--- config.mk ---
export PLATFORM = sky130hd
export DESIGN_NAME = tcw_ctrl
export DESIGN_NICKNAME = d
export VERILOG_FILES = /design/src/rtl/text_console_writer_core_defines.svh /design/src/rtl/tcw_pkg.sv /design/src/rtl/tcw_ctrl.sv
export SDC_FILE = /design/constraint.sdc
export NUM_CORES = 1
export LEC_CHECK = 0
export BUFFER_PORTS_ARGS = -buffer_cell sky130_fd_sc_hd__buf_4
export CAP_MARGIN = 30
export CORE_AREA = 4 4 41 43
export CTS_CLUSTER_SIZE = 28
export DETAILED_ROUTE_END_ITERATION = 16
export DIE_AREA = 0 0 45 47
export PLACE_DENSITY = 0.44
export SYNTH_ARGS = -nofsm -noshare
export SYNTH_HDL_FRONTEND = slang
export SYNTH_SLANG_ARGS = --single-unit
--- constraint.sdc ---
create_clock -name clock -period 1.5 [get_ports clock]
set_input_delay 0 -clock clock [delete_from_list [all_inputs] [get_ports clock]]
set_output_delay 0 -clock clock [all_outputs]
set_load 0.05 [all_outputs]
--- src/rtl/text_console_writer_core_defines.svh ---
// Assertion macros for the text console writer core.
// Included by the top level; no other dependencies.
`ifndef TEXT_CONSOLE_WRITER_CORE_DEFINES_SVH
`define TEXT_CONSOLE_WRITER_CORE_DEFINES_SVH

// Clocked assertion that is switched off while reset is high.
`define TCW_ASSERT(label, clk, rst, prop, msg) \
   label: assert property (@(posedge clk) disable iff (rst) prop) \
      else $error(msg);

// Same check on the core's own clock and reset.
`define TCW_CHECK(label, prop, msg) \
   `TCW_ASSERT(label, clock, reset, prop, msg)

`endif

--- src/rtl/tcw_pkg.sv ---
`timescale 1ns / 1ps
// Shared types and constants of the text console writer core.
// No dependencies; every other source file but the defines header imports this package.
package tcw_pkg;

   localparam int COLS       = 80;
   localparam int ROWS       = 25;
   localparam int CELLS      = COLS * ROWS;
   localparam int SCROLL_LEN = (ROWS - 1) * COLS;
   localparam int ADDR_W     = $clog2(CELLS);

   localparam int FUNC_W    = 2;
   localparam int CHAR_W    = 8;
   localparam int ATTR_W    = 8;
   localparam int CELL_W    = CHAR_W + ATTR_W;
   localparam int COL_W     = 7;
   localparam int ROW_W     = 5;
   localparam int OFFSET_W  = 11;
   localparam int POS_W     = 12;
   localparam int CSR_IDX_W = 1;

   localparam logic [CHAR_W-1:0] CH_LF      = 8'd10;
   localparam logic [CHAR_W-1:0] CH_CR      = 8'd13;
   localparam logic [CHAR_W-1:0] CH_SPACE   = 8'd32;
   localparam logic [ATTR_W-1:0] RESET_ATTR = 8'd7;

   typedef enum logic [FUNC_W-1:0] {
      FUNC_PUT        = 2'd0,
      FUNC_BACKSPACE  = 2'd1,
      FUNC_SET_CURSOR = 2'd2,
      FUNC_READ_CELL  = 2'd3
   } func_type;

   typedef enum logic [CSR_IDX_W-1:0] {
      CSR_TEXT_COLOR = 1'b0,
      CSR_BLANK_ATTR = 1'b1
   } csr_index_type;

   typedef struct packed {
      logic [FUNC_W-1:0] func;
      logic [CHAR_W-1:0] char_code;
      logic [COL_W-1:0]  target_col;
      logic [ROW_W-1:0]  target_row;
   } req_word_type;

   typedef struct packed {
      logic [COL_W-1:0]    cursor_col;
      logic [ROW_W-1:0]    cursor_row;
      logic [OFFSET_W-1:0] cursor_offset;
      logic                line_start_erased;
      logic                applied;
      logic [CHAR_W-1:0]   cell_char;
      logic [ATTR_W-1:0]   cell_attr;
   } rsp_word_type;

   typedef struct packed {
      logic capture;
      logic clear_step;
      logic scroll_step;
      logic fill_step;
      logic apply;
      logic load_rsp;
   } ctl_cmd_type;

   typedef struct packed {
      logic clear_end;
      logic scroll_end;
      logic fill_end;
      logic needs_scroll;
      logic rsp_free;
   } ctl_status_type;

endpackage

--- src/rtl/tcw_ctrl.sv ---
`timescale 1ns / 1ps
// Sequencing state machine of the text console writer core.
// Depends on tcw_pkg; drives the datapath through command and status structs.
module tcw_ctrl import tcw_pkg::*; (
   input  logic           clock,
   input  logic           reset,
   input  logic           req_valid,
   output logic           req_ready,
   output ctl_cmd_type    cmd,
   input  ctl_status_type status
);

   typedef enum logic [2:0] {
      ST_CLEAR,
      ST_IDLE,
      ST_EXEC,
      ST_SCROLL,
      ST_FILL,
      ST_APPLY,
      ST_RESP
   } state_type;

   state_type state_ff;
   logic      ready_ff;

   always_ff @(posedge clock) begin
      if (reset) begin
         state_ff <= ST_CLEAR;
         ready_ff <= 1'b0;
      end else begin
         case (state_ff)
            ST_CLEAR: begin
               if (status.clear_end) begin
                  state_ff <= ST_IDLE;
                  ready_ff <= 1'b1;
               end
            end
            ST_IDLE: begin
               if (req_valid) begin
                  state_ff <= ST_EXEC;
                  ready_ff <= 1'b0;
               end
            end
            ST_EXEC: begin
               state_ff <= status.needs_scroll ? ST_SCROLL : ST_APPLY;
            end
            ST_SCROLL: begin
               if (status.scroll_end) begin
                  state_ff <= ST_FILL;
               end
            end
            ST_FILL: begin
               if (status.fill_end) begin
                  state_ff <= ST_APPLY;
               end
            end
            ST_APPLY: begin
               state_ff <= ST_RESP;
            end
            ST_RESP: begin
               if (status.rsp_free) begin
                  state_ff <= ST_IDLE;
                  ready_ff <= 1'b1;
               end
            end
            default: begin
               state_ff <= ST_CLEAR;
               ready_ff <= 1'b0;
            end
         endcase
      end
   end

   always_comb begin
      cmd = '0;
      case (state_ff)
         ST_CLEAR:  cmd.clear_step  = 1'b1;
         ST_IDLE:   cmd.capture     = req_valid;
         ST_SCROLL: cmd.scroll_step = 1'b1;
         ST_FILL:   cmd.fill_step   = 1'b1;
         ST_APPLY:  cmd.apply       = 1'b1;
         ST_RESP:   cmd.load_rsp    = status.rsp_free;
         default:   cmd = '0;
      endcase
   end

   assign req_ready = ready_ff;

endmodule

==> results of run 1 <==
==> what timing repair did <==
action                                  CTS  global route
endpoints found under the setup margin    0             0
hold buffers                              1             0
hold endpoints to repair                  4             0
==> final cells by class <==
type | instances | area [sq um]
fillers | 153 | 788
well taps | 15 | 18.8
multi-input cells | 38 | 231
inverters | 2 | 7.51
repair buffers | 20 | 153
clock buffers | 3 | 22.5
flip-flops and latches | 4 | 80.1
==> state kept, by name (all words and copies together), names as in the netlist <==
name	cells
state_ff	3
req_ready	1
==> critical path, stage by stage, from the launching register on <==
cell and delay, ps:
dfxtp_1 480, nor4b_2 310, a31o_1 150, a221oi_2 50, nor4_1 230
==> synthesized netlist by cell type <==
cell type  n  area share, %
inv_1      2            2.3
a21oi_1    3            4.6
nor4b_2    1            4.6
nor4_1     1            1.9
nand3_1    3            4.6
nor3_1     2            3.0
a221oi_2   2            9.1
and2b_1    1            2.3
a31oi_1    2            3.8
a21o_1     2            4.6
dfxtp_1    4             24
and4_1     1            2.7
nand2b_1   1            1.9
mux2i_1    1            3.0
nor2_1     9             10
buf_4      1            2.3
a31o_1     1            2.7
buf_2      2            3.0
nand2_1    8            9.1
==> metrics by stage <==
stage          total power (W)  instances  setup slack [ps]
6_report              0.000981         82               177
2_1_floorplan         0.000660         47              79.6
5_1_grt                0.00105         82              75.1
3_3_place_gp          0.000860         78               180
3_5_place_dp          0.000852         78               199
4_1_cts               0.000993         82               190
==> layout by cell type, fill, tap and decap left out, drive strengths merged, types with 2 or more instances in the layout <==
master  synthesis  layout
clkbuf          0       3
nor2            9       9
nand2           8       8
inv             2       2
a21oi           3       3
dfxtp           4       4
a31oi           2       2
nor3            2       2
a21o            2       2
a221oi          2       2
buf             3      19
nand3           3       3
==> kinds of logic (layout without fill, tap and decap cells) <==
kind of cell,count (synthesis),after routing,synth area share (%)
muxes,1,1,3.04
and+or+nand+nor,27,27,40.3
DFF,4,4,24.3
AOI/OAI and AO/OA,10,10,24.7
buffers and inverters,5,25,7.61
==> routing by layer <==
metal / vias up / track usage, % / routed length, microns
met5: - / 0 / 0
met4: 0 / 1.75 / 0
met3: 0 / 5.75 / 73
met2: 15 / 17.5 / 463
met1: 181 / 12.3 / 433
li1: 207 / - / -
==> where the power goes <==
| part | switching [W] | internal (W) |
|---|---|---|
| sequential | 0.0000454 | 0.000145 |
| combinational | 0.000401 | 0.000255 |
| clock | 0.0000447 | 0.0000895 |
| total | 0.000491 | 0.000490 |
==> how the worst max path moves through the flow <==
| stage | startpoint | endpoint | slack, ps | cells past startpoint |
|---|---|---|---|---|
| final | state_ff[2] | state_ff[1] | 180 | 4 |
| after floorplan | state_ff[1] | state_ff[2] | 80 | 5 |
| after global routing | state_ff[2] | state_ff[1] | 80 | 4 |
| after CTS | state_ff[1] | state_ff[1] | 190 | 5 |
| after global placement | state_ff[1] | state_ff[1] | 180 | 5 |
| after detailed placement | state_ff[1] | state_ff[1] | 200 | 5 |
==> impl_metrics.env, run 1 <==
export IMPL_power_density_nw_per_um2=1910
export IMPL_crit_fanout=8
export IMPL_finalCriticalPeriod_ps=1320
export IMPL_rr_startpoint="state_ff[2]"
export IMPL_synth_fp_nets=55
export IMPL_drcViolationCount=0
export IMPL_cp_required_ps=1640
export IMPL_layout_drive_gt1_share_pct=40.3
export IMPL_max_freq_mhz=756
export IMPL_cts_resized=0
export IMPL_leakagePower_nw=0.243
export IMPL_drt_first_iter_violations=11
export IMPL_place_area_sq_um=480
export IMPL_critical_path_arrival_ps=1460
export IMPL_max_slew_worst_pin_slew_ps=291
export IMPL_grt_pass1_vias=391
export IMPL_design_area_sq_um=513
export IMPL_clock_latency_ps=240
export IMPL_cts_sinks=4
export IMPL_path_class="reg -> reg"
export IMPL_final_core_util_pct=39.4
export IMPL_start_util_pct=25.3
export IMPL_die_area_sq_um=2120
export IMPL_grt_max_degree=11
export IMPL_hold_depth=3
export IMPL_synth_warnings=0
export IMPL_ant_nets=0
export IMPL_ys_seq_area_share_pct=24.3
export IMPL_antenna_found_initial=0
export IMPL_dieWidth_microns=45
export IMPL_cp_end_kind="flip-flop"
export IMPL_synth_distinct_cells=19
export IMPL_antenna_cells=0
export IMPL_final_nets=77
export IMPL_dr_pass1_iters=4
export IMPL_synth_area_per_cell_sq_um=7.00
export IMPL_post_cts_buffers=0
export IMPL_placementRows=13
export IMPL_synth_cells=47
export IMPL_drt_wirelength_per_cell_microns=11.8
export IMPL_grt_use_total_pct=10.6
export IMPL_htree_levels=1
export IMPL_max_slew_margin_rel_pct=80.6
export IMPL_root_buffer="clkbuf_4"
export IMPL_cts_buffer_depth=2
export IMPL_setup_tns_ps=0
export IMPL_via_per_inst=4.91
export IMPL_gp_congestion=0.734
export IMPL_irDropWorstVdd_uv=670
export IMPL_timing_hold_ws_ps=60.7
export IMPL_core_area_sq_um=1300
export IMPL_r2r_slack_ps=180
export IMPL_cts_buffers=3
export IMPL_vias=403
export IMPL_fin_crit_sh_pct=88.2
export IMPL_skew_ps=5.81
export IMPL_start_kind="flip-flop"
export IMPL_holdPathEnd="state_ff[2]"
export IMPL_hold_path_class="in -> reg"
export IMPL_cts_tree="yes"
export IMPL_reg2reg_depth=4
export IMPL_drv_cap=0
export IMPL_final_setup_viol_count=0
export IMPL_path_clk_slew_ps=30
export IMPL_synth_seq_cells=4
export IMPL_status="finished clean"
export IMPL_syn_cell_area_sq_um=329
export IMPL_die_y_microns=47
export IMPL_hold_violations=0
export IMPL_dp_hpwl_microns=771
export IMPL_routed_wl_microns=970
export IMPL_grt_pass1_wl_microns=1610
export IMPL_area_delta_synth_final_pct=55.9
export IMPL_r2r_end="state_ff[1]"
export IMPL_hp_start="status[3]"
export IMPL_drv_slew=0
export IMPL_overflow=0
export IMPL_rsz0062_at_grt="false"
export IMPL_floorplan_io_pins=15
export IMPL_portBuffers=14
(Power assumes the default switching activity.)
==> run 2, diff against run 1 <==
CORE_AREA = 2 2 39 41   (was 4 4 41 43)
CTS_BUF_LIST = sky130_fd_sc_hd__clkbuf_8 sky130_fd_sc_hd__clkbuf_16   (was default)
DIE_AREA = 0 0 41 43   (was 0 0 45 47)
MAX_ROUTING_LAYER = met4   (was default)
==> impl_metrics.env, run 2 (synthesis gave the netlist of run 1 again) <==
export IMPL_start_kind="flip-flop"
export IMPL_finalCriticalPeriod_ps=1350
export IMPL_crit_fanout=6
export IMPL_rr_startpoint="state_ff[1]"
export IMPL_placementRows=14
export IMPL_htree_levels=1
export IMPL_hold_violations=0
export IMPL_setup_tns_ps=0
export IMPL_dr_pass1_iters=3
export IMPL_final_nets=77
export IMPL_die_area_sq_um=1760
export IMPL_skew_ps=1.27
export IMPL_reg2reg_depth=5
export IMPL_final_cell_mix="19 x buf_4, 8 x nor2_1, 8 x nand2_1"
export IMPL_overflow=0
export IMPL_r2r_end="state_ff[1]"
export IMPL_leakagePower_nw=0.252
export IMPL_die_y_microns=43
export IMPL_largest_register_ffs=3
export IMPL_start_util_pct=23.8
export IMPL_rsz0062_at_grt="false"
export IMPL_final_setup_viol_count=0
export IMPL_fin_crit_sh_pct=89.9
export IMPL_vias=392
export IMPL_multi_input_area_sq_um=235
export IMPL_cp_end_kind="flip-flop"
export IMPL_max_freq_mhz=741
export IMPL_drv_cap=0
export IMPL_cts_buffer_depth=2
export IMPL_core_area_sq_um=1380
export IMPL_cts_buffers=3
export IMPL_nFillCells=161
export IMPL_area_delta_synth_final_pct=63.1
export IMPL_antenna_found_initial=0
export IMPL_power_w=0.00108
export IMPL_cp_required_ps=1620
export IMPL_cts_sinks=4
export IMPL_via_per_inst=4.72
export IMPL_gp_congestion=0.727
export IMPL_holdPathEnd="state_ff[2]"
export IMPL_layout_drive_gt1_share_pct=41.8
export IMPL_status="finished clean"
export IMPL_final_core_util_pct=38.8
export IMPL_cts_tree="yes"
export IMPL_clock_latency_ps=210
export IMPL_hold_path_class="in -> reg"
export IMPL_antenna_cells=0
export IMPL_grt_max_degree=11
export IMPL_r2r_slack_ps=150
export IMPL_routed_wl_microns=887
export IMPL_hp_start="status[3]"
export IMPL_hold_depth=3
export IMPL_path_class="reg -> reg"
export IMPL_grt_use_total_pct=13.4
export IMPL_grt_pass1_wl_microns=1510
export IMPL_grt_pass1_vias=367
export IMPL_drv_slew=0
export IMPL_drt_wirelength_per_cell_microns=10.7
export IMPL_final_common_cell="buf_4"
export IMPL_max_slew_margin_rel_pct=79.9
export IMPL_max_slew_worst_pin_slew_ps=301
export IMPL_path_clk_slew_ps=30
export IMPL_irDropWorstVdd_uv=778
export IMPL_drcViolationCount=0
export IMPL_power_density_nw_per_um2=2000
export IMPL_critical_path_arrival_ps=1470
export IMPL_regArea_sq_um=80.1
export IMPL_regMostFlops="state_ff"
export IMPL_drt_first_iter_violations=2
export IMPL_portBuffers=14
export IMPL_root_buffer="clkbuf_8"
export IMPL_dieWidth_microns=41
export IMPL_floorplan_io_pins=15
export IMPL_ant_nets=0
run 2: cell types whose count changed in the layout (fill, tap and decap cells not counted):
| cell | previous run | this run |
|---|---|---|
| clkbuf_4 | 3 | 0 |
| clkbuf_8 | 0 | 3 |
| mux2i_1 | 1 | 0 |
| mux2i_2 | 0 | 1 |
run 2: worst max path at each step:
| stage | from | to | slack (ps) |
|---|---|---|---|
| 2_1_floorplan | state_ff[1] | state_ff[2] | 80 |
| 3_3_place_gp | state_ff[1] | state_ff[1] | 160 |
| 3_5_place_dp | state_ff[1] | state_ff[1] | 160 |
| 4_1_cts | state_ff[1] | state_ff[1] | 150 |
| 5_1_grt | state_ff[1] | state_ff[1] | 8 |
| 6_report | state_ff[1] | state_ff[1] | 150 |
run 2: where the power goes:
part           internal, W  total [W]  switching [W]
logic             0.000259   0.000658       0.000399
clock network     0.000171   0.000223      0.0000520
registers         0.000146   0.000195      0.0000491
total             0.000575    0.00108       0.000500
run 2: critical path, stage by stage, from the launching register on:
cell and delay (ps):
dfxtp_1 430, buf_4 180, nor3_1 60, a21oi_1 240
a221oi_2 110, nor4_1 240
run 2: per-stage QoR:
stage	worst slack, ps	cell area (sq um)	hold slack, ps	instances
finish	151	537	81.5	83
global route	7.69	537	94.0	83
CTS	154	533	75.6	83
detailed placement	164	482	200	79
global placement	163	482	203	79
floorplan	79.6	337	66.2	47
run 2: cell type report:
class / count / area share, %
inverters: 2 / 1.40
repair buffers: 20 / 28.4
flip-flops and latches: 4 / 14.9
well taps: 16 / 3.73
clock buffers: 3 / 7.69
multi-input cells: 38 / 43.8
run 2: layer usage:
layer	track usage (%)	routed length [microns]	part of all wire [%]	up-vias
li1	-	-	-	209
met1	15.4	377	43	168
met2	20.0	440	50	15
met3	6.28	69	7.8	0
met4	4.00	0	0	0
met5	-	0	0	-
run 2: timing repair:
item | 4_1_cts | 5_1_grt
buffers inserted | 0 | 0
hold buffers | 1 | 0
setup endpoints to repair | 0 | 1
hold endpoints to repair | 4 | 0
gates resized for setup | 0 | 1
==> run 3, diff against run 2 <==
PLACE_DENSITY = default   (was 0.44)
==> impl_metrics.env, run 3 (synthesis gave the netlist of run 1 again) <==
export IMPL_dpl_worst_slack_ps=96.9
export IMPL_timing_hold_ws_ps=83.0
export IMPL_skew_ps=0.765
export IMPL_cts_tree="yes"
export IMPL_drt_first_iter_violations=3
export IMPL_cts_buffer_depth=2
export IMPL_dp_hpwl_microns=701
export IMPL_max_freq_mhz=766
export IMPL_grt_use_total_pct=12.0
export IMPL_critical_path_arrival_ps=1420
export IMPL_ant_nets=0
export IMPL_post_cts_buffers=0
export IMPL_status="finished clean"
export IMPL_hold_path_class="in -> reg"
export IMPL_cp_end_kind="flip-flop"
export IMPL_regMostFlops="state_ff"
export IMPL_die_area_sq_um=1760
export IMPL_final_nets=76
export IMPL_place_area_sq_um=474
export IMPL_antenna_cells=0
export IMPL_placementRows=14
export IMPL_layout_drive_gt1_share_pct=43.9
export IMPL_area_delta_synth_final_pct=61.6
export IMPL_core_area_sq_um=1380
export IMPL_final_common_cell="buf_4"
export IMPL_root_buffer="clkbuf_8"
export IMPL_max_slew_worst_pin_slew_ps=259
export IMPL_grt_pass1_wl_microns=1340
export IMPL_largest_register_ffs=3
export IMPL_antenna_found_initial=0
export IMPL_clock_latency_ps=220
export IMPL_grt_pass1_vias=319
export IMPL_final_cell_mix="18 x buf_4, 8 x nor2_1, 8 x nand2_1"
export IMPL_setup_tns_ps=0
export IMPL_gp_congestion=0.822
export IMPL_power_frac_seq_pct=19.4
export IMPL_fin_crit_sh_pct=87.1
export IMPL_final_core_util_pct=38.4
export IMPL_rsz0062_at_grt="false"
export IMPL_clkPwrFrac_pct=21.0
export IMPL_overflow=0
export IMPL_vias=388
export IMPL_path_class="reg -> reg"
export IMPL_leakagePower_nw=0.248
export IMPL_power_density_nw_per_um2=2010
export IMPL_portBuffers=14
export IMPL_routed_wl_microns=892
export IMPL_dr_pass1_iters=4
export IMPL_via_per_inst=4.73
export IMPL_final_setup_viol_count=0
export IMPL_cp_required_ps=1610
export IMPL_crit_fanout=6
export IMPL_irDropWorstVdd_uv=858
export IMPL_drv_cap=0
export IMPL_dieWidth_microns=41
export IMPL_path_clk_slew_ps=30
export IMPL_finalCriticalPeriod_ps=1310
export IMPL_floorplan_io_pins=15
export IMPL_grt_max_degree=13
export IMPL_start_util_pct=23.8
export IMPL_cts_buffers=3
export IMPL_design_area_sq_um=532
export IMPL_hold_violations=0
export IMPL_power_internal_w=0.000571
export IMPL_switching_share_pct=46.7
export IMPL_start_kind="flip-flop"
export IMPL_pwr_share_comb_pct=59.6
export IMPL_r2r_slack_ps=190
export IMPL_max_slew_margin_rel_pct=82.7
export IMPL_setup_ws_ps=194
export IMPL_die_y_microns=43
export IMPL_drcViolationCount=0
export IMPL_drv_slew=0
export IMPL_cts_sinks=4
export IMPL_drt_wirelength_per_cell_microns=10.9
export IMPL_htree_levels=1
export IMPL_p_switching_w=0.000500
-- run 3: final timing paths --
check | from | to | depth (start not counted)
setup / recovery | state_ff[1] | state_ff[1] | 4
hold / removal | status[3] | state_ff[2] | 3
setup reg to reg | state_ff[1] | state_ff[1] | 4
hold reg to reg | req_ready | req_ready | 2
-- run 3: routing by layer --
metal	track usage, %	routed length (microns)	part of all wire, %	vias up
met5	-	0	0	-
met1	14.4	374	42	168
met4	8.00	22	2.5	0
met2	15.9	438	49	13
met3	4.71	56	6.3	2
li1	-	-	-	205
-- run 3: through the flow --
stage               power (W)  instances
CTS                   0.00106         82
global route          0.00115         82
global placement     0.000827         78
detailed placement   0.000830         78
floorplan            0.000660         47
finish                0.00107         82
-- run 3: what timing repair did --
item	4_1_cts	5_1_grt
setup endpoints to repair	0	1
hold buffers	1	0
resized for setup	0	3
endpoints found under the hold margin	4	0
-- run 3: area by class of cell --
class	instances	area (sq um)
Timing Repair Buffer	19	145
Tap cell	16	20.0
Clock buffer	3	41.3
Fill cell	155	852
Inverter	2	7.51
Multi-Input combinational cell	38	235
Sequential cell	4	82.6
-- run 3: power by group through the flow --
stage | clock (W) | combinational (W) | sequential, W
2_1_floorplan | 0 | 0.000453 | 0.000207
3_3_place_gp | 0 | 0.000627 | 0.000200
3_5_place_dp | 0 | 0.000629 | 0.000201
4_1_cts | 0.000231 | 0.000633 | 0.000200
5_1_grt | 0.000235 | 0.000694 | 0.000215
6_report | 0.000225 | 0.000638 | 0.000207
-- run 3: critical path, stage by stage (launching register included) --
cell and delay (ps):
dfxtp_2 390, mux2i_2 290, a31o_1 200, a221oi_2 60
nor4_1 260
